--- src/rtl/core/fsws_pkg.sv ---
// Shared types and constants for the flow sliding window statistics block.
`default_nettype none

package fsws_pkg;

   // Default sizes of the stamp ring and of each port set
   localparam int RING_DEPTH_DEFAULT     = 4096;
   localparam int PORT_SET_SLOTS_DEFAULT = 1024;

   // Arithmetic constants
   localparam logic [31:0] NANOS_PER_SECOND = 32'd1000000000;
   localparam logic [31:0] PORT_HASH_MUL    = 32'd2654435761;

   // Window register
   localparam int          WINDOW_W     = 12;
   localparam logic [11:0] WINDOW_RESET = 12'd10;

   // TCP flag bit positions in the flags byte
   localparam int FLAG_FIN = 0;
   localparam int FLAG_SYN = 1;
   localparam int FLAG_RST = 2;
   localparam int FLAG_PSH = 3;
   localparam int FLAG_ACK = 4;

   // Flag counter slots
   localparam int CNT_SYN = 0;
   localparam int CNT_ACK = 1;
   localparam int CNT_FIN = 2;
   localparam int CNT_RST = 3;
   localparam int CNT_PSH = 4;

   // Operations of the shared multiplier
   typedef enum logic [1:0] {
      MUL_SPAN,
      MUL_HASH,
      MUL_RECIP,
      MUL_QUOT
   } mul_op_type;

   typedef struct packed {
      mul_op_type  op;
      logic [31:0] operand;
   } mul_req_type;

endpackage

`default_nettype wire

--- src/rtl/core/fsws_mul.sv ---
// Shared 32 x 32 multiplier with registered product and per-operation constant factor.
`default_nettype none

module fsws_mul import fsws_pkg::*; #(
   parameter int PORT_SET_SLOTS = PORT_SET_SLOTS_DEFAULT
) (
   input  wire logic        clock,
   input  wire mul_req_type req,
   output logic [63:0]      product
);

   // floor(2^32 / slots): quotient estimate is exact or one low
   localparam logic [31:0] SLOT_RECIP = 32'((64'd1 << 32) / PORT_SET_SLOTS);
   localparam logic [31:0] SLOT_COUNT = 32'(PORT_SET_SLOTS);

   logic [31:0] factor;
   logic [63:0] product_ff;

   // Pick the constant factor for the operation
   always_comb begin
      unique case (req.op)
         MUL_SPAN:  factor = NANOS_PER_SECOND;
         MUL_HASH:  factor = PORT_HASH_MUL;
         MUL_RECIP: factor = SLOT_RECIP;
         MUL_QUOT:  factor = SLOT_COUNT;
         default:   factor = '0;
      endcase
   end

   // Register the product
   always_ff @(posedge clock) begin
      product_ff <= 64'(req.operand) * 64'(factor);
   end

   assign product = product_ff;

endmodule

`default_nettype wire

--- config.mk ---
export PLATFORM = sky130hd
export DESIGN_NAME = fsws_mul
export DESIGN_NICKNAME = d
export VERILOG_FILES = /design/src/rtl/core/fsws_pkg.sv /design/src/rtl/core/fsws_mul.sv
export SDC_FILE = /design/constraint.sdc
export NUM_CORES = 2
export LEC_CHECK = 0
export ABC_AREA = 1
export CORE_ASPECT_RATIO = 0.6
export CORE_MARGIN = 2
export CORE_UTILIZATION = 50
export DETAILED_ROUTE_END_ITERATION = 10
export DONT_BUFFER_PORTS = 1
export PLACE_DENSITY = 0.75
export SYNTH_ARGS = -nofsm -noshare
export SYNTH_HDL_FRONTEND = slang
export SYNTH_SLANG_ARGS = --single-unit
export TNS_END_PERCENT = 20
--- constraint.sdc ---
create_clock -name clock -period 9.2 [get_ports clock]
set_input_delay 1.38 -clock clock [delete_from_list [all_inputs] [get_ports clock]]
set_output_delay 1.38 -clock clock [all_outputs]
set_load 0.005 [all_outputs]
==> results <==
- The flow ran to the end, and the final reports show no timing, DRC or antenna violations.
- Along the worst path, the maximum fanout reaches 32.
- After clock tree synthesis, the clock-pin slew on the worst setup and hold paths is 0.07 ns.
- The root buffer cell is clkbuf_16.
- In this run the horizontal extent of the chip is 314.8 um.
- The shortest period the worst path allows is 8.807 ns.
- In this run the remaining antenna-violating nets after routing total 0.
- The flop and latch count out of synthesis is 64.
- The final standard cell count with taps included and fillers excluded is 4262.
- For this run, the register share of the synthesized area comes to 0.04422.
- Counting the buffers created by CTS gives 9.
- The via count of the first global-routing pass is 23160.
- The worst setup path is captured at a flip-flop.
- In the final routing, the length of wire on met1 measures 41540 um.
- After routing, the total negative slack on setup checks comes to 0 ns.
- The share of the synthesized area in the top cell type is 0.4609.
- The count of hold buffers inserted by post-cts repair is 0.
- After detailed routing, the number of remaining DRC violations is 0.
- The H-tree was split into 3 levels.
- The post-DP HPWL is 87840 um.
- The global placer's final weighted congestion is 1.101.
- The worst path arrival time is 9.07 ns.
- Including well taps, the total number of placed cells is 4246.
- Setup repair after global routing left no endpoint under its margin.
- The layout-stage area growth over the synthesis result is 5.895%.
- For this configuration, the core starts out at a cell density of 0.5052.
- The count of final setup violators is 0.
- The number of nets at the end of the flow is 4557.
- The most common cell in the synthesized netlist is inv_1.
- The vias per cell is 5.206.
- The relative slew slack is 0.1582.
- The type of the worst min-delay path is in -> reg.
- The total area inside the core boundary comes to 57350 sq um.
- The tool flagged a number of max-cap violations equal to 0.
- The fraction of layout instances using a drive strength above 1 is 0.04296.
- By area the synthesized netlist is led by fa_1 (46%), ha_1 (16%), inv_1 (15%).
- The detailed router finished its first iteration with 2461 violations.
- For the pin with the worst max-slew slack, the measured transition is 1.258 ns.
- The highest metal layer carrying signal wires in the routed design is met5.
- Dividing the final minimum period by the clock period gives 0.9573.
- The die covers 59950 sq um.
- In this run the post-CTS setup repair buffer count came out at 0.
- The final hold violation count came to 0.
- Among all flip-flop cells after synthesis, the most frequent one is dfxtp_1.
- The length of routed met2 wiring is 34340 um.
- The cell area after synthesis is 28970 sq um.
- Pin placement for this block handled 99 I/O pins.
- The mean instance size in the synthesized netlist is 8.439 sq um.
- The required arrival time at the worst endpoint is 9.46 ns.
- The overall track demand over capacity in global routing is 0.3418.
- The clock passes through at most 2 buffers.
- Ranked by instance count, the synthesized netlist is headed by inv_1 (1123), fa_1 (667), nand2_1 (566).
- The tree built by TritonCTS fans out to 64 sinks.
- Along the worst hold path, the cell count comes to 3.
- The startpoint of the worst hold path is req[2].
- The remaining global-route overflow is 0.
- Once layout is complete, the utilization of the core stands at 0.5350.
- The critical path launch point is req[32].
- The routed design has 97160 um of wire.
- The number of warning messages in the yosys log is 0.
- The post-cts sizing count is 0.
- The floorplan row count is 68.
- The antenna diode instance count is 0.
- TritonCTS built the clock tree.
- The number of flops mapped to enable cells by yosys is 0.
- The first global-routing pass estimated 147900 um of wire.
- The initial antenna violation count is 1.
- The routed layout has 22190 vias.
- The largest net degree at the start of global routing is 37.
- In this run the tool buffered the top-level ports with 0 buffer cells.
- The met3 wire length is 19860 um.
- From bottom edge to top edge, the die measures 190.5 um.
- The number of slew-limit violations in the final report is 0.
- The worst setup path is of the in -> reg kind.
- The number of instances in the synthesized netlist is 3433.
- The post-synthesis cell type with the largest combined area is fa_1.
- The worst setup path is launched from an input pin.
- The number of flip-flops under the largest register name is 64.
- The wire length per cell after detailed routing is 22.80 um.
- For this run, asynchronously set or reset flops after synthesis account for 0.
- The distinct cell type count after synthesis is 40.
- The number of iterations in the first detailed-routing pass is 6.
- The maximum frequency from static timing analysis is 113.5 MHz.
stage by stage:
| stage | worst slack (ns) | hold WS (ns) | instance area, sq um |
|---|---|---|---|
| floorplan | 1.046 | 1.638 | 29000 |
| global placement | 0.3910 | 1.667 | 30350 |
| detailed placement | 0.3777 | 1.666 | 30350 |
| CTS | 0.7062 | 1.411 | 30680 |
| global route | 0.1699 | 1.440 | 30680 |
| finish | 0.3930 | 1.431 | 30680 |
worst max-delay path, cell delays in order:
cell and delay (ns):
inv_2 0.04, nor2_8 0.12, inv_6 0.18, nor2_1 1.00
inv_2 0.31, o21ai_0 0.27, ha_1 0.30, inv_1 0.07
fa_1 0.40, inv_1 0.10, fa_1 0.45, fa_1 0.60
fa_1 0.65, fa_1 0.47, fa_1 0.53, inv_1 0.06
fa_1 0.47, inv_1 0.05, ha_1 0.46, nand2_2 0.15
nor2_1 0.17, inv_1 0.09, nor2_1 0.27, nand2_1 0.11
nor2_1 0.11, nand2_1 0.08, nand3_1 0.09, nand2_1 0.06
layout make-up:
cell class	instances	area [sq um]
clock buffer	9	225.2
clock inverter	7	100.1
fill	5341	26670
inverter	1138	4277
multi-input combinational	2191	23210
sequential	64	1281
tap	770	963.4
timing repair buffer	83	623.1
routing by layer:
| metal | track usage | vias up |
|---|---|---|
| li1 | - | 9882 |
| met5 | 0.02029 | - |
| met2 | 0.4147 | 1432 |
| met3 | 0.2393 | 110 |
| met1 | 0.4932 | 10760 |
| met4 | 0.04103 | 6 |
cells by family (layout without fill, tap and decap cells):
logic type      after synthesis  in the layout  share of synthesized area
buf+inv                    1185           1237                     0.1556
compound gates              119            119                    0.02453
simple gates                971            971                     0.1382
flops                        64             64                    0.04422
other cells                   1              8                  0.0001294
xor+xnor                     58             58                    0.01753
fa+ha+maj                  1035           1035                     0.6198
placed cells by master, fill, tap and decap left out, drive strengths merged:
cell	count
buf	83
fa	667
nor3	13
and3	1
clkinv	9
a21oi	54
clkbuf	9
nand3	49
xnor2	12
nand2	567
o21ai	27
conb	8
dfxtp	64
nand3b	2
xor2	46
ha	368
inv	1134
o211ai	1
nor2	315
and2	6
bufinv	2
a31o	13
o21bai	24
nand4	18
final timing paths:
check | to | slack [ns]
max | product[58] | 0.39
min | product[2] | 1.43
Power is not shown: default switching activity piles up to over one toggle a cycle in this logic, so the estimate is an artifact.
